--- src/hdl/glsp_pkg.sv ---
`timescale 1ns / 1ps
// ----------------------------------------------------------------------------
// Glyph shelf packer package
// Shared types and constants for the glyph atlas allocator.
// ----------------------------------------------------------------------------
package glsp_pkg;

  localparam int TABLE_DEPTH_DEF = 256;
  localparam int CFG_W           = 13;
  localparam int CNT_CFG_W       = 9;
  localparam int PAD_W           = 4;
  localparam int ROW_W           = 14;
  localparam logic [ROW_W-1:0] ROW_MAX = 14'd16383;

  localparam logic [12:0] ATLAS_W_RST = 13'd1024;
  localparam logic [12:0] ATLAS_H_RST = 13'd1024;
  localparam logic [8:0]  MAX_ENT_RST = 9'd256;
  localparam logic [3:0]  PAD_RST     = 4'd1;

  localparam logic [1:0] REG_ATLAS_W = 2'd0;
  localparam logic [1:0] REG_ATLAS_H = 2'd1;
  localparam logic [1:0] REG_MAX_ENT = 2'd2;
  localparam logic [1:0] REG_PADDING = 2'd3;

  localparam logic [1:0] ST_FOUND  = 2'd0;
  localparam logic [1:0] ST_NEW    = 2'd1;
  localparam logic [1:0] ST_REJECT = 2'd2;

  localparam logic OP_ADD  = 1'b0;
  localparam logic OP_FIND = 1'b1;

  typedef struct packed {
    logic [20:0] cp;
    logic [11:0] ph;
    logic [11:0] x;
    logic [11:0] y;
    logic [12:0] w;
    logic [12:0] h;
  } entry_t;

  typedef struct packed {
    logic wrap_step;
    logic place_step;
  } cur_cmd_t;

  typedef struct packed {
    logic [12:0] aw;
    logic [12:0] ah;
    logic [3:0]  pad;
  } geom_t;

endpackage

--- src/hdl/glsp_cursor.sv ---
`timescale 1ns / 1ps
// ----------------------------------------------------------------------------
// Glyph shelf cursor
// Holds the shelf cursor and entry count and performs wrap and advance.
// ----------------------------------------------------------------------------
module glsp_cursor #(
  parameter int CW = 9
) (
  input  logic               clk,
  input  logic               rst,
  input  glsp_pkg::cur_cmd_t cmd,
  input  glsp_pkg::geom_t    geom,
  input  logic [12:0]        gw,
  input  logic [12:0]        gh,
  output logic [12:0]        col,
  output logic [13:0]        row,
  output logic [CW-1:0]      count,
  output logic               fits
);

  logic [12:0] shelf;
  logic [14:0] col_end;
  logic        wrap;
  logic [15:0] row_wrap;
  logic [15:0] row_end;

  assign col_end  = {2'b0, col} + {2'b0, gw} + {11'b0, geom.pad};
  assign wrap     = col_end > {2'b0, geom.aw};
  assign row_wrap = {2'b0, row} + {3'b0, shelf} + {12'b0, geom.pad};
  assign row_end  = {2'b0, row} + {3'b0, gh} + {12'b0, geom.pad};
  assign fits     = row_end <= {3'b0, geom.ah};

  always_ff @(posedge clk) begin
    if (rst) begin
      col   <= '0;
      row   <= '0;
      shelf <= '0;
      count <= '0;
    end else if (cmd.wrap_step && wrap) begin
      col   <= '0;
      shelf <= '0;
      row   <= (row_wrap > {2'b0, glsp_pkg::ROW_MAX}) ? glsp_pkg::ROW_MAX : row_wrap[13:0];
    end else if (cmd.place_step) begin
      col   <= col_end[12:0];
      count <= count + CW'(1);
      if (gh > shelf) begin
        shelf <= gh;
      end
    end
  end

endmodule

--- config.mk ---
export PLATFORM = sky130hd
export DESIGN_NAME = glsp_cursor
export DESIGN_NICKNAME = d
export VERILOG_FILES = /design/src/hdl/glsp_pkg.sv /design/src/hdl/glsp_cursor.sv
export SDC_FILE = /design/constraint.sdc
export NUM_CORES = 1
export LEC_CHECK = 0
export ABC_AREA = 1
export BUFFER_PORTS_ARGS = -buffer_cell sky130_fd_sc_hd__buf_2
export CORE_MARGIN = 2
export CORE_UTILIZATION = 55
export CTS_CLUSTER_DIAMETER = 100
export DETAILED_ROUTE_END_ITERATION = 6
export PLACE_DENSITY = 0.8
export SYNTH_ARGS = -nofsm -noshare
export SYNTH_HDL_FRONTEND = slang
export SYNTH_SLANG_ARGS = --single-unit
--- constraint.sdc ---
create_clock -name clk -period 12.9 [get_ports clk]
set_input_delay 2.58 -clock clk [delete_from_list [all_inputs] [get_ports clk]]
set_output_delay 2.58 -clock clk [all_outputs]
set_load 0.005 [all_outputs]
* Word level (Yosys, flattened, before mapping) *
Cells that the tools add are included.

storage, ports and cells
  register bits = 49
  input port bits = 60
  output and inout bits = 37
  word-level logic and storage cells = 21

operators by class
  add/sub/neg operators = 7
  magnitude comparators = 4
  muxes and demuxes = 1
  bitwise gates (word level) = 1
  reduce and logical (&&, ||, !) cells = 4

operators with widths
  cell                                                             number
  adder 15 x 4 -> 16 bit                                           2
  adder 14 x 13 -> 15 bit                                          2
  greater-than comparator 16 x 14 -> 1 bit, second input constant  1
  <= comparator 16 x 13 -> 1 bit                                   1
  adder 14 x 4 -> 15 bit                                           1
  greater-than comparator 15 x 13 -> 1 bit                         1
  adder 13 x 13 -> 14 bit                                          1
  2-to-1 mux 14 bit                                                1
  greater-than comparator 13 bit                                   1
  adder 9 x 1 -> 9 bit, second input constant                      1
  AND reduction 2 bit                                              2
  OR reduction 2 bit                                               1
  logical AND 1 bit                                                1
  NOT 1 bit                                                        1

* Longest topological paths before layout *
  depth after elaboration = 6
  mapped depth = 26

* Worst setup path after synthesis *
No wires, ideal clock.

  path type = input to output
  from = in geom[1] in the netlist's numbering
  to = out fits
  data arrival time = 5563 ps
  required time = 10320 ps
  path slack = 4757 ps
  stages = 21
  cell sequence = fa_1 ha_1 inv_1 fa_1 nor4_1 nor2_1 o21ai_0 nand2_1 nand2_1 a21oi_1 xnor2_1 ha_1 inv_1 nor3_1 a211oi_1 nand2_1 nand2_1 nand2_1 nand2_1 nand3_1 nor2_1

on the way
  word-level cells in the longest chain between the ends = 2

ends and longest elaborated chain
  what                            RTL line           source
  start, declared                 glsp_cursor.sv:12  input glsp_pkg::geom_t geom,
  adder 15 x 4 -> 16 bit          glsp_cursor.sv:30  assign row_end = {2'b0, row} + {3'b0, gh} + {12'b0, geom.pad};
  <= comparator 16 x 13 -> 1 bit  glsp_cursor.sv:31  assign fits = row_end <= {3'b0, geom.ah};
  end, declared                   glsp_cursor.sv:18  output logic fits

Every way passes these cells.

* Final worst setup path *
Same ends and word-level chain as after synthesis.

==> results.md <==
* Global-route wire length before repair at 21,600 µm
* CP Launch Type: input pin
* Seq/Total Area, Yosys at 18.5%
* Core box area at 9280 µm²
* DR iter-0 viols at 172
* Overall Power at 0.999 mW
* ANT nets after route at 0
* FP Rows at 35
* Clock sink total at 49
* Synth cell types at 41
* Area Growth Syn to Fin at 11.8%
* Share of post-route cells with drive strength above 1 at 13.4%
* Worst hold path type: reg -> reg
* Final hold vios at 0
* Antenna violations before repair at 0
* Starting Density at 57.1%
* Comb pwr share at 68.1%
* Crit path DAT at 6110 ps
* EDFF count, synth at 0
* Critical Path Most Common Cell: nand2_1
* Initial DRT Pass Iterations at 5
* Max incr delay on CP at 550 ps
* Number of synthesized register bits at 49
* Largest vdd supply drop at 106 µV
* # IOs at 97
* # setup viols final at 0
* Period utilisation layout at 67.3%
* Post-Synthesis Cells at 751
* Clock power frac at 9.5%
* Post-CTS Setup Bufs at 0
* CTS clk-pin slew, worst paths at 90 ps
* Mapped Area at 5300 µm²
* Leakage at 3.28 nW
* Endpoint type of the worst setup path: primary output
* Internal power at 0.499 mW
* Net Sw Frac at 50.0%
* TritonCTS clock tree: done
* Routed vias/inst at 5.33
* Synth Area in Adders at 30.5%
* Relative slew slack at 13.4%
* FMAX at 115 MHz
* Compound-Gate Fraction of Synth Area at 12.5%
* Seq pwr share at 22.4%
* Mapped Avg Cell Area at 7.05 µm²
* CTS buffer count at 5
* FF+latch area at 981 µm²
* Post-DP HPWL at 10,400 µm
* # diodes at 0
* Nets at 1,020
* Largest net degree at the start of global routing at 48
* CTS H-tree depth at 2
* Setup crit end: fits
* R2r endpoint: col[3]
* Die height at 102 µm
* Synth Warn # at 0
* Max-cap viol count at 0
* Largest family of logic cells by synthesized area: adder cells
* Post-synthesis mux area share at 0%
* Async set-or-reset flop fraction in the synthesized netlist at 0%
* Filler Cell Count at 830
* Tmin final at 8690 ps
* Most common cell after layout, fill and taps aside: nand2_1
* Actual slew at the worst max-slew pin at 1280 ps
* Syn Nets at 931
* Cts repair resizes at 0
* Crit-path cells: buf_2 -> fa_1 -> ha_1 -> inv_1 -> fa_1 -> nor4_1 -> nor2_1 -> o21ai_0 -> nand2_1 -> nand2_1 -> a21oi_1 -> xnor2_1 -> ha_1 -> inv_1 -> nor3_1 -> a211oi_1 -> nand2_1 -> nand2_1 -> nand2_1 -> nand2_1 -> nand3_1 -> nor2_1 -> buf_2
* Setup slack, reg-to-reg at 7770 ps
* Post-Route Setup TNS at 0 ps
* Multi-input logic area at 3800 µm²
* Wire per inst at 13.2 µm
* RSZ-0062 raised after global routing: no
* Critical Path Source: geom[1]
* Simple-Gate Fraction of Synth Area at 24.7%
* GRT Residual Overflow at 0
* Worst skew pair latency at 310 ps
* Hold Buf Count CTS at 0
* Final GP Congestion at 0.888
* XOR/XNOR Fraction of Synth Area at 4.13%
* Routed WL at 12,800 µm
* Status: completed
* Worst EP required at 10,320 ps
* Critical path's slowest cell: fa_1
* PD cells at 169 nW/µm²
* Die Width at 102 µm
* Worst setup path class: in -> out
* Via count at 5,169
* Reg2Reg Launch Point: col[1]
* Sw Pwr at 0.500 mW
* Vias in the first global route at 5,043
* Clk buf depth at 2
* Die area at 10,400 µm²
* Most common flop cell mapped by yosys: dfxtp_1
* R2R cell count at 19
* Total track usage at 25.3%
* DR DRC count at 0
* Most frequent cells in the layout: nand2_1, inv_1, ha_1
* Worst Path Max Fanout at 3
* Worst clock skew at 10.7 ps
* Root Driver: clkbuf_8
* Pins over their slew limit at 0
* Port bufs at 96
power groups by stage:
| stage | logic (mW) | clock network [mW] | registers [mW] |
|---|---|---|---|
| after floorplan | 0.521 | 0 | 0.217 |
| after global placement | 0.639 | 0 | 0.224 |
| after detailed placement | 0.672 | 0 | 0.226 |
| after CTS | 0.680 | 0.0953 | 0.222 |
| after global routing | 0.781 | 0.101 | 0.228 |
| final | 0.681 | 0.0947 | 0.224 |
worst min-delay path by stage:
stage          startpoint   endpoint  slack [ps]  depth (start not counted)
2_1_floorplan   shelf[12]  shelf[12]         460                          2
3_3_place_gp      col[10]    col[10]         470                          2
3_5_place_dp     shelf[6]   shelf[6]         480                          2
4_1_cts          shelf[6]   shelf[6]         490                          2
5_1_grt           col[12]    col[12]         520                          2
6_report         shelf[6]   shelf[6]         490                          2
critical path, delay by kind of cell:
kind                     cells  cell delay, ps
adder cells (fa/ha/maj)      4            1460
AND/OR/NAND/NOR             11             990
AO/OA/AOI/OAI                3             510
buffers and inverters        4             430
XOR/XNOR                     1             140
logic make-up after synthesis:
family,count (synthesis)
AO/OA/AOI/OAI,120
buffers and inverters,123
adder cells (fa/ha/maj),120
AND/OR/NAND/NOR,314
XOR/XNOR,25
flip-flops,49
state kept, by name, summed over array words and instances (netlist names):
register / flops
row: 14
col: 13
shelf: 13
count: 9
metal layers:
| layer | global-route usage [%] | up-vias | share of wire (%) | wire length (µm) |
|---|---|---|---|---|
| li1 | - | 2655 | - | - |
| met1 | 32.6 | 2353 | 46 | 5900 |
| met2 | 45.4 | 147 | 47 | 6030 |
| met3 | 3.63 | 14 | 5.8 | 742 |
| met4 | 5.13 | 0 | 0.95 | 122 |
| met5 | 0 | - | 0 | 0 |
final cells by class:
| class | count | area share, % |
|---|---|---|
| Clock inverter | 3 | 0.296 |
| Clock buffer | 5 | 1.16 |
| Sequential cell | 49 | 16.6 |
| Timing Repair Buffer | 97 | 8.24 |
| Inverter | 108 | 6.85 |
| Tap cell | 129 | 2.73 |
| Multi-Input combinational cell | 579 | 64.2 |
cell usage after synthesis (6+ instances only):
library cell,instances,area [µm²]
dfxtp_1,49,981
fa_1,15,300
xor2_1,16,140
ha_1,105,1310
nor3_1,17,85.1
a21oi_1,76,380
nand2_1,171,642
clkbuf_1,6,22.5
inv_1,107,402
nor2_1,60,225
xnor2_1,9,78.8
o21ai_0,23,115
nand3_1,51,255
through the flow:
step           cells  instance area [µm²]  util, %  hold slack (ps)  worst slack [ps]
2_1_floorplan    751                 5300        -              458              4760
3_3_place_gp     962                 5840     62.9              466              4350
3_5_place_dp     962                 5840     62.9              476              4240
4_1_cts          970                 5920     63.8              489              4220
5_1_grt          970                 5920     63.8              518              3870
6_report         970                 5920     63.8              491              4210
Power figures use the tool's default switching activity.
